## config.mk

```make
export PLATFORM = sky130hd
export DESIGN_NAME = clock_skew_ratio_estimator
export DESIGN_NICKNAME = d
export VERILOG_FILES = /design/src/cskew_pkg.sv /design/src/clock_skew_ratio_estimator.sv
export SDC_FILE = /design/constraint.sdc
export NUM_CORES = 2
export LEC_CHECK = 0
export ABC_AREA = 1
export ABC_CLOCK_PERIOD_IN_PS = 9200
export BUFFER_PORTS_ARGS = -buffer_cell sky130_fd_sc_hd__buf_2
export CAP_MARGIN = 20
export CORE_MARGIN = 2
export CORE_UTILIZATION = 46
export CTS_CLUSTER_DIAMETER = 60
export CTS_CLUSTER_SIZE = 20
export DETAILED_ROUTE_END_ITERATION = 12
export SYNTH_ARGS = -nofsm -noshare
export SYNTH_HDL_FRONTEND = slang
export SYNTH_SLANG_ARGS = --single-unit
```

## constraint.sdc

```tcl
create_clock -name clock -period 9.2 [get_ports clock]
set_input_delay 0.92 -clock clock [delete_from_list [all_inputs] [get_ports clock]]
set_output_delay 0.92 -clock clock [all_outputs]
set_load 0.02 [all_outputs]
```

## src/cskew_pkg.sv

```systemverilog
// cskew_pkg: types and constants for the clock skew ratio estimator
// used by clock_skew_ratio_estimator and cskew_checker; no dependencies

package cskew_pkg;

   localparam int TS_BITS     = 40;
   localparam int FRAC_BITS   = 32;
   localparam int RATIO_BITS  = FRAC_BITS + 4;
   localparam int ALPHA_BITS  = 17;
   localparam int ALPHA_SHIFT = 16;
   localparam int HALF_BITS   = RATIO_BITS / 2;
   localparam int PROD_BITS   = ALPHA_BITS + HALF_BITS;
   localparam int ACC_BITS    = ALPHA_SHIFT + RATIO_BITS + 1;
   localparam int DIV_STEPS   = RATIO_BITS;
   localparam int CNT_BITS    = 6;
   localparam int MUL_STEPS   = 4;

   localparam logic [ALPHA_BITS-1:0] ALPHA_ONE   = ALPHA_BITS'(65536);
   localparam logic [ALPHA_BITS-1:0] ALPHA_RESET = ALPHA_BITS'(3277);
   localparam logic [RATIO_BITS-1:0] ONE_FIXED   = RATIO_BITS'(1) << FRAC_BITS;
   localparam logic [RATIO_BITS-1:0] RATIO_MAX   = {RATIO_BITS{1'b1}};
   localparam logic [ACC_BITS-1:0]   ROUND_HALF  = ACC_BITS'(1) << (ALPHA_SHIFT - 1);

   typedef enum logic [2:0] {
      ST_IDLE,
      ST_CHECK,
      ST_DIV,
      ST_MUL,
      ST_FINISH
   } state_type;

   typedef struct packed {
      logic [TS_BITS-1:0] master_tx_time;
      logic [TS_BITS-1:0] tag_rx_time;
   } req_payload_type;

   typedef struct packed {
      logic [RATIO_BITS-1:0] skew_ratio;
      logic                  was_fallback;
      logic                  saturated;
   } rsp_payload_type;

endpackage

```

## src/clock_skew_ratio_estimator.sv

```systemverilog
// clock_skew_ratio_estimator: smoothed master/tag clock ratio from timestamp pairs
// depends on cskew_pkg; one shared subtract unit for division, one 17x18 multiplier
//
// usage:
//  - req channel (valid/ready) carries a master transmit and a tag receive timestamp
//  - rsp channel (valid/ready) returns one result per request: Q4.32 ratio and flags
//  - csr_we/csr_wdata write the smoothing weight alpha (Q1.16) while the block is idle
// sequencing:
//  - fallback item (a stored timestamp is zero): goes straight to the finish state
//  - saturated item: skips the divider; normal item: runs the 36-step divider
//    loop, one quotient bit per cycle; both then run a multiply-accumulate
//  - req_ready is high only while the sequencer is idle, one item at a time; it returns
//    together with rsp_valid
// reset:
//  - synchronous, active high; clears stored timestamps and estimate, alpha to 3277
// stalls:
//  - a finished result sits in the output register until rsp_ready; the next item
//    may be taken and computed meanwhile, and it waits if the register is still full

module clock_skew_ratio_estimator (
   input  logic                                   clock,
   input  logic                                   reset,
   input  logic                                   req_valid,
   output logic                                   req_ready,
   input  cskew_pkg::req_payload_type             req_data,
   output logic                                   rsp_valid,
   input  logic                                   rsp_ready,
   output cskew_pkg::rsp_payload_type             rsp_data,
   input  logic                                   csr_we,
   input  logic [cskew_pkg::ALPHA_BITS-1:0]       csr_wdata
);

   localparam int TSB = cskew_pkg::TS_BITS;
   localparam int RB  = cskew_pkg::RATIO_BITS;
   localparam int FB  = cskew_pkg::FRAC_BITS;
   localparam int AB  = cskew_pkg::ALPHA_BITS;
   localparam int HB  = cskew_pkg::HALF_BITS;
   localparam int PB  = cskew_pkg::PROD_BITS;
   localparam int CB  = cskew_pkg::ACC_BITS;
   localparam int NB  = cskew_pkg::CNT_BITS;
   localparam int AS  = cskew_pkg::ALPHA_SHIFT;

   cskew_pkg::state_type state_ff, state_in;

   logic [AB-1:0]  alpha_ff, alpha_in;
   logic [TSB-1:0] prev_m_ff, prev_m_in;
   logic [TSB-1:0] prev_t_ff, prev_t_in;
   logic [RB-1:0]  est_ff, est_in;
   logic [TSB-1:0] dm_ff, dm_in;
   logic [TSB-1:0] dt_ff, dt_in;
   logic [TSB-1:0] rem_ff, rem_in;
   logic [RB-1:0]  qn_ff, qn_in;
   logic [NB-1:0]  cnt_ff, cnt_in;
   logic [PB-1:0]  prod_ff, prod_in;
   logic           shift_ff, shift_in;
   logic [CB-1:0]  acc_ff, acc_in;
   logic           fallback_ff, fallback_in;
   logic           sat_ff, sat_in;
   logic           rsp_valid_ff, rsp_valid_in;
   cskew_pkg::rsp_payload_type rsp_data_ff, rsp_data_in;

   logic           req_xfer;
   logic           prev_zero;
   logic           ratio_ge;
   logic           div_last;
   logic           mul_last;
   logic           out_free;
   logic           load_out;
   logic [AB-1:0]  alpha_clamp;
   logic [AB-1:0]  beta;
   logic [TSB:0]   div_trial;
   logic [TSB+1:0] div_diff;
   logic           div_take;
   logic [AB-1:0]  mul_x;
   logic [HB-1:0]  mul_y;
   logic [RB-1:0]  result;

   assign req_xfer  = req_valid && req_ready;
   assign prev_zero = (prev_m_ff == '0) || (prev_t_ff == '0);
   assign ratio_ge  = {4'b0, dm_ff} >= {dt_ff, 4'b0};
   assign div_last  = (cnt_ff == NB'(cskew_pkg::DIV_STEPS - 1));
   assign mul_last  = (cnt_ff == NB'(cskew_pkg::MUL_STEPS));
   assign out_free  = !rsp_valid_ff || rsp_ready;

   // next state
   always_comb begin
      state_in = state_ff;
      case (state_ff)
         cskew_pkg::ST_IDLE: begin
            if (req_xfer) begin
               state_in = prev_zero ? cskew_pkg::ST_FINISH : cskew_pkg::ST_CHECK;
            end
         end
         cskew_pkg::ST_CHECK: begin
            state_in = ratio_ge ? cskew_pkg::ST_MUL : cskew_pkg::ST_DIV;
         end
         cskew_pkg::ST_DIV: begin
            if (div_last) begin
               state_in = cskew_pkg::ST_MUL;
            end
         end
         cskew_pkg::ST_MUL: begin
            if (mul_last) begin
               state_in = cskew_pkg::ST_FINISH;
            end
         end
         cskew_pkg::ST_FINISH: begin
            if (out_free) begin
               state_in = cskew_pkg::ST_IDLE;
            end
         end
         default: state_in = cskew_pkg::ST_IDLE;
      endcase
   end

   // sequencer outputs
   always_comb begin
      req_ready = 1'b0;
      load_out  = 1'b0;
      case (state_ff)
         cskew_pkg::ST_IDLE:   req_ready = 1'b1;
         cskew_pkg::ST_FINISH: load_out  = out_free;
         default: begin
            req_ready = 1'b0;
            load_out  = 1'b0;
         end
      endcase
   end

   // datapath
   always_comb begin
      alpha_clamp = (alpha_ff > cskew_pkg::ALPHA_ONE) ? cskew_pkg::ALPHA_ONE : alpha_ff;
      beta        = cskew_pkg::ALPHA_ONE - alpha_clamp;

      div_trial = {rem_ff, qn_ff[RB-1]};
      div_diff  = {1'b0, div_trial} - {2'b0, dt_ff};
      div_take  = !div_diff[TSB+1];

      mul_x = cnt_ff[1] ? beta : alpha_clamp;
      case (cnt_ff[1:0])
         2'd0:    mul_y = qn_ff[HB-1:0];
         2'd1:    mul_y = qn_ff[RB-1:HB];
         2'd2:    mul_y = est_ff[HB-1:0];
         default: mul_y = est_ff[RB-1:HB];
      endcase

      result = fallback_ff ? cskew_pkg::ONE_FIXED : acc_ff[AS+RB-1:AS];

      alpha_in    = csr_we ? csr_wdata : alpha_ff;
      prev_m_in   = prev_m_ff;
      prev_t_in   = prev_t_ff;
      est_in      = est_ff;
      dm_in       = dm_ff;
      dt_in       = dt_ff;
      rem_in      = rem_ff;
      qn_in       = qn_ff;
      cnt_in      = cnt_ff;
      prod_in     = prod_ff;
      shift_in    = shift_ff;
      acc_in      = acc_ff;
      fallback_in = fallback_ff;
      sat_in      = sat_ff;
      rsp_data_in = rsp_data_ff;

      if (req_xfer) begin
         dm_in       = req_data.master_tx_time - prev_m_ff;
         dt_in       = req_data.tag_rx_time - prev_t_ff;
         prev_m_in   = req_data.master_tx_time;
         prev_t_in   = req_data.tag_rx_time;
         fallback_in = prev_zero;
         sat_in      = 1'b0;
      end

      case (state_ff)
         cskew_pkg::ST_CHECK: begin
            // quotient below 16 leaves the top dividend bits as the remainder
            sat_in = ratio_ge;
            rem_in = TSB'(dm_ff[TSB-1:4]);
            qn_in  = ratio_ge ? cskew_pkg::RATIO_MAX : {dm_ff[3:0], {FB{1'b0}}};
            cnt_in = '0;
            acc_in = cskew_pkg::ROUND_HALF;
         end
         cskew_pkg::ST_DIV: begin
            rem_in = div_take ? div_diff[TSB-1:0] : div_trial[TSB-1:0];
            qn_in  = {qn_ff[RB-2:0], div_take};
            cnt_in = div_last ? '0 : cnt_ff + NB'(1);
         end
         cskew_pkg::ST_MUL: begin
            if (!mul_last) begin
               prod_in  = mul_x * mul_y;
               shift_in = cnt_ff[0];
            end
            if (cnt_ff != '0) begin
               acc_in = acc_ff + (shift_ff ? {prod_ff, {HB{1'b0}}} : CB'(prod_ff));
            end
            cnt_in = mul_last ? '0 : cnt_ff + NB'(1);
         end
         default: begin
            cnt_in = cnt_ff;
         end
      endcase

      if (load_out) begin
         est_in                   = result;
         rsp_data_in.skew_ratio   = result;
         rsp_data_in.was_fallback = fallback_ff;
         rsp_data_in.saturated    = sat_ff;
      end

      if (load_out) begin
         rsp_valid_in = 1'b1;
      end else if (rsp_ready) begin
         rsp_valid_in = 1'b0;
      end else begin
         rsp_valid_in = rsp_valid_ff;
      end
   end

   always_ff @(posedge clock) begin
      if (reset) begin
         state_ff     <= cskew_pkg::ST_IDLE;
         alpha_ff     <= cskew_pkg::ALPHA_RESET;
         prev_m_ff    <= '0;
         prev_t_ff    <= '0;
         est_ff       <= '0;
         cnt_ff       <= '0;
         rsp_valid_ff <= 1'b0;
      end else begin
         state_ff     <= state_in;
         alpha_ff     <= alpha_in;
         prev_m_ff    <= prev_m_in;
         prev_t_ff    <= prev_t_in;
         est_ff       <= est_in;
         cnt_ff       <= cnt_in;
         rsp_valid_ff <= rsp_valid_in;
      end
   end

   always_ff @(posedge clock) begin
      dm_ff       <= dm_in;
      dt_ff       <= dt_in;
      rem_ff      <= rem_in;
      qn_ff       <= qn_in;
      prod_ff     <= prod_in;
      shift_ff    <= shift_in;
      acc_ff      <= acc_in;
      fallback_ff <= fallback_in;
      sat_ff      <= sat_in;
      rsp_data_ff <= rsp_data_in;
   end

   assign rsp_valid = rsp_valid_ff;
   assign rsp_data  = rsp_data_ff;

endmodule

```

==> results by group <==
Status
  • Outcome: finished clean

Synthesis
  • Synth warn: 0
  • Largest area contributor in the netlist: edfxtp_1
  • Syn Area/Cell: 7.461 um^2
  • Area fraction of the dominant cell type after synthesis: 21.36%
  • Register area share after synthesis: 28.52%
  • Post-synth ARST share: 0%
  • Mapped Cells: 5352
  • Post-synth EDFFs: 284
  • Ys flop type: edfxtp_1
  • Synth unique cells: 62
  • Mapped Area: 39930 um^2
  • Yosys reg bits: 427
  • Area contributors post-synth: edfxtp_1, fa_1, nand2_1
  • Mapped Nets: 6016

Clock tree
  • H-tree depth: 2
  • Clock sinks: 427
  • Root Driver: clkbuf_16
  • Clock Path Buffers: 3
  • CTS Hold Bufs: 0
  • Clock-pin slew of the registers on the worst-case setup and hold paths: 80 ps
  • Clock latency on the worst-skew pair: 670 ps
  • CTS tree: built
  • Clock buffer count from CTS: 49
  • Post-CTS setup buffer count: 0
  • Post_cts resized: 0

STA
  • Slew @ Worst Pin: 1049 ps
  • Fin crit share: 91.37%
  • Period minus WS final: 8406 ps
  • Final Hold Viols: 0
  • Unrepaired setup endpoints after global routing: no
  • # setup viols final: 0
  • Final Skew: 45.71 ps
  • Max-slew headroom: 29.92%
  • Max frequency: 119.0 MHz
  • Max-slew violations: 0
  • Setup TNS: 0 ps

Worst setup path
  • Reg2reg path depth: 26
  • End of the worst register-to-register path: prod_ff[32]
  • Kind of critical path: register to register
  • Worst r2r src: cnt_ff[1]
  • R2r setup slk: 790 ps
  • Worst EP required: 9600 ps
  • Worst setup path startpoint: cnt_ff[1]
  • Critical Path Fanout Max: 21
  • CP Capture Type: register
  • Startpoint types: register
  • Worst Setup EP: prod_ff[32]
  • Crit path DAT: 8810 ps

GRT
  • Initial antenna violation count: 2
  • GRT overflow: 0
  • Overall Global Routing Usage: 30.43%
  • Vias in the first global route: 34850
  • Largest net degree at the start of global routing: 128
  • First-pass GRT wire length: 207.8 mm

Layout
  • FILL cells: 8686
  • # nets final: 6129
  • Area of the multi-input gates: 24380 um^2
  • Commonest non-fill, non-tap cell in the layout: nand2_1
  • Fin area: 43660 um^2
  • Layout cells sized above 1: 6.630%
  • Area delta synth->final: 9.331%
  • Commonest non-fill, non-tap cells in the layout: nand2_1, inv_1, nor2_1, a21oi_1, o21ai_0
  • Register Area: 11390 um^2

Die
  • IO Pins: 142
  • Die Y: 298.6 um
  • Die ar.: 89180 um^2
  • Row Count: 108
  • Total core area: 86350 um^2
  • Initial Utilization: 46.25%
  • Die Span X: 298.6 um

Flow run
  • # Max-Cap Violations: 0

Worst hold path
  • Worst hold path class: register to register

Route
  • Routed Wire Length: 136.9 mm
  • Antenna viol nets, final: 0
  • First-pass DRT Iterations: 6
  • DR WL/cell: 20.55 um
  • Vias: 36330
  • DRC Markers: 0
  • 1st-iter DRT viols: 3003
  • Avg Vias per Cell: 5.453

Placement
  • Dpl cell area: 41870 um^2
  • HPWL after detailed placement: 111.4 mm
  • GPL Wtd Cong: 1.039
  • IO Port Bufs: 141
==> cell type report <==
class                           count  area share (%)
Sequential cell                   427           26.09
Tap cell                         1155           3.310
Timing Repair Buffer              180           2.316
Clock buffer                       52           2.834
Antenna cell                        2         0.01146
Clock inverter                     39           1.204
Inverter                          976           8.397
Multi-Input combinational cell   3831           55.84
==> layer usage <==
layer	global-route usage, %	up-vias	wire length [um]
li1	-	17540	-
met1	44.92	17260	63820
met2	45.74	1331	58090
met3	4.631	189	10330
met4	9.500	2	4658
met5	0	-	11
==> how the worst min path moves through the flow <==
stage	to	cells after the start	from	slack (ps)
floorplan	rsp_data[0]	0	sat_ff	400
global placement	rsp_data[0]	0	sat_ff	460
detailed placement	rsp_data[0]	0	sat_ff	460
CTS	alpha_ff[2]	3	csr_wdata[2]	480
global route	rsp_data[0]	0	sat_ff	500
finish	prev_m_ff[5]	2	prev_m_ff[5]	480
==> registers in the layout, summed over array words and instances, names as in the netlist, 3 cells and up <==
| register | count |
|---|---|
| rem_ff | 40 |
| cnt_ff | 6 |
| prev_m_ff | 40 |
| prev_t_ff | 40 |
| alpha_ff | 17 |
| est_ff | 36 |
| prod_ff | 35 |
| state_ff | 3 |
| rsp_data | 38 |
| dt_ff | 40 |
| dm_ff | 40 |
| qn_ff | 36 |
| acc_ff | 52 |
==> metrics by stage <==
stage	std cells	util [%]	hold WS, ps	worst slack [ps]
final	6662	50.56	484.7	794.0
after global routing	6660	50.56	504.9	328.8
after CTS	6659	50.53	479.3	912.3
after detailed placement	6568	48.49	455.4	935.7
after global placement	6568	48.49	465.0	1056
after floorplan	5352	-	400.3	1950
==> worst max-delay path, stage by stage (launching register included) <==
cell	delay [ps]
dfxtp_1	950
ha_1	300
clkinv_1	390
o22ai_1	340
a211oi_1	80
a21oi_2	490
clkinv_1	540
nor2_1	300
fa_1	460
fa_1	520
fa_1	450
fa_1	530
fa_1	560
inv_1	60
fa_1	620
inv_1	70
ha_1	400
a21oi_1	210
o21ai_0	140
a21oi_1	170
nand3_1	150
nand2_1	80
nand2_1	80
nand3_1	100
nand2_1	50
nand2_1	60
nand2_1	40
==> Yosys cell counts (13+ instances only) <==
library cell	number
o21a_1	14
o22ai_1	23
a31oi_1	24
nor4_1	13
xnor2_1	55
inv_1	952
nand2_1	1075
inv_2	13
o21ai_0	363
edfxtp_1	284
nand3_1	208
a211oi_1	15
clkbuf_1	85
nand2_2	15
nor2_1	645
o211ai_1	20
buf_2	16
fa_1	243
xor2_1	67
dfxtp_1	143
a21oi_1	457
o21bai_1	29
ha_1	319
nand4_1	58
nor3_1	47
nor2_2	14
a21o_1	25
==> logic make-up after synthesis <==
kind of cell	after synthesis	synth area share [%]
DFF	427	28.52
and+or+nand+nor	2116	21.79
buffers and inverters	1094	10.54
AOI/OAI and AO/OA	1031	14.29
xor gates and xnor gates	122	2.676
adders and majority gates	562	22.18
Power is left out: the tool's default activity adds up to more than one toggle a clock period on the data nets, which glitch-free logic cannot reach.
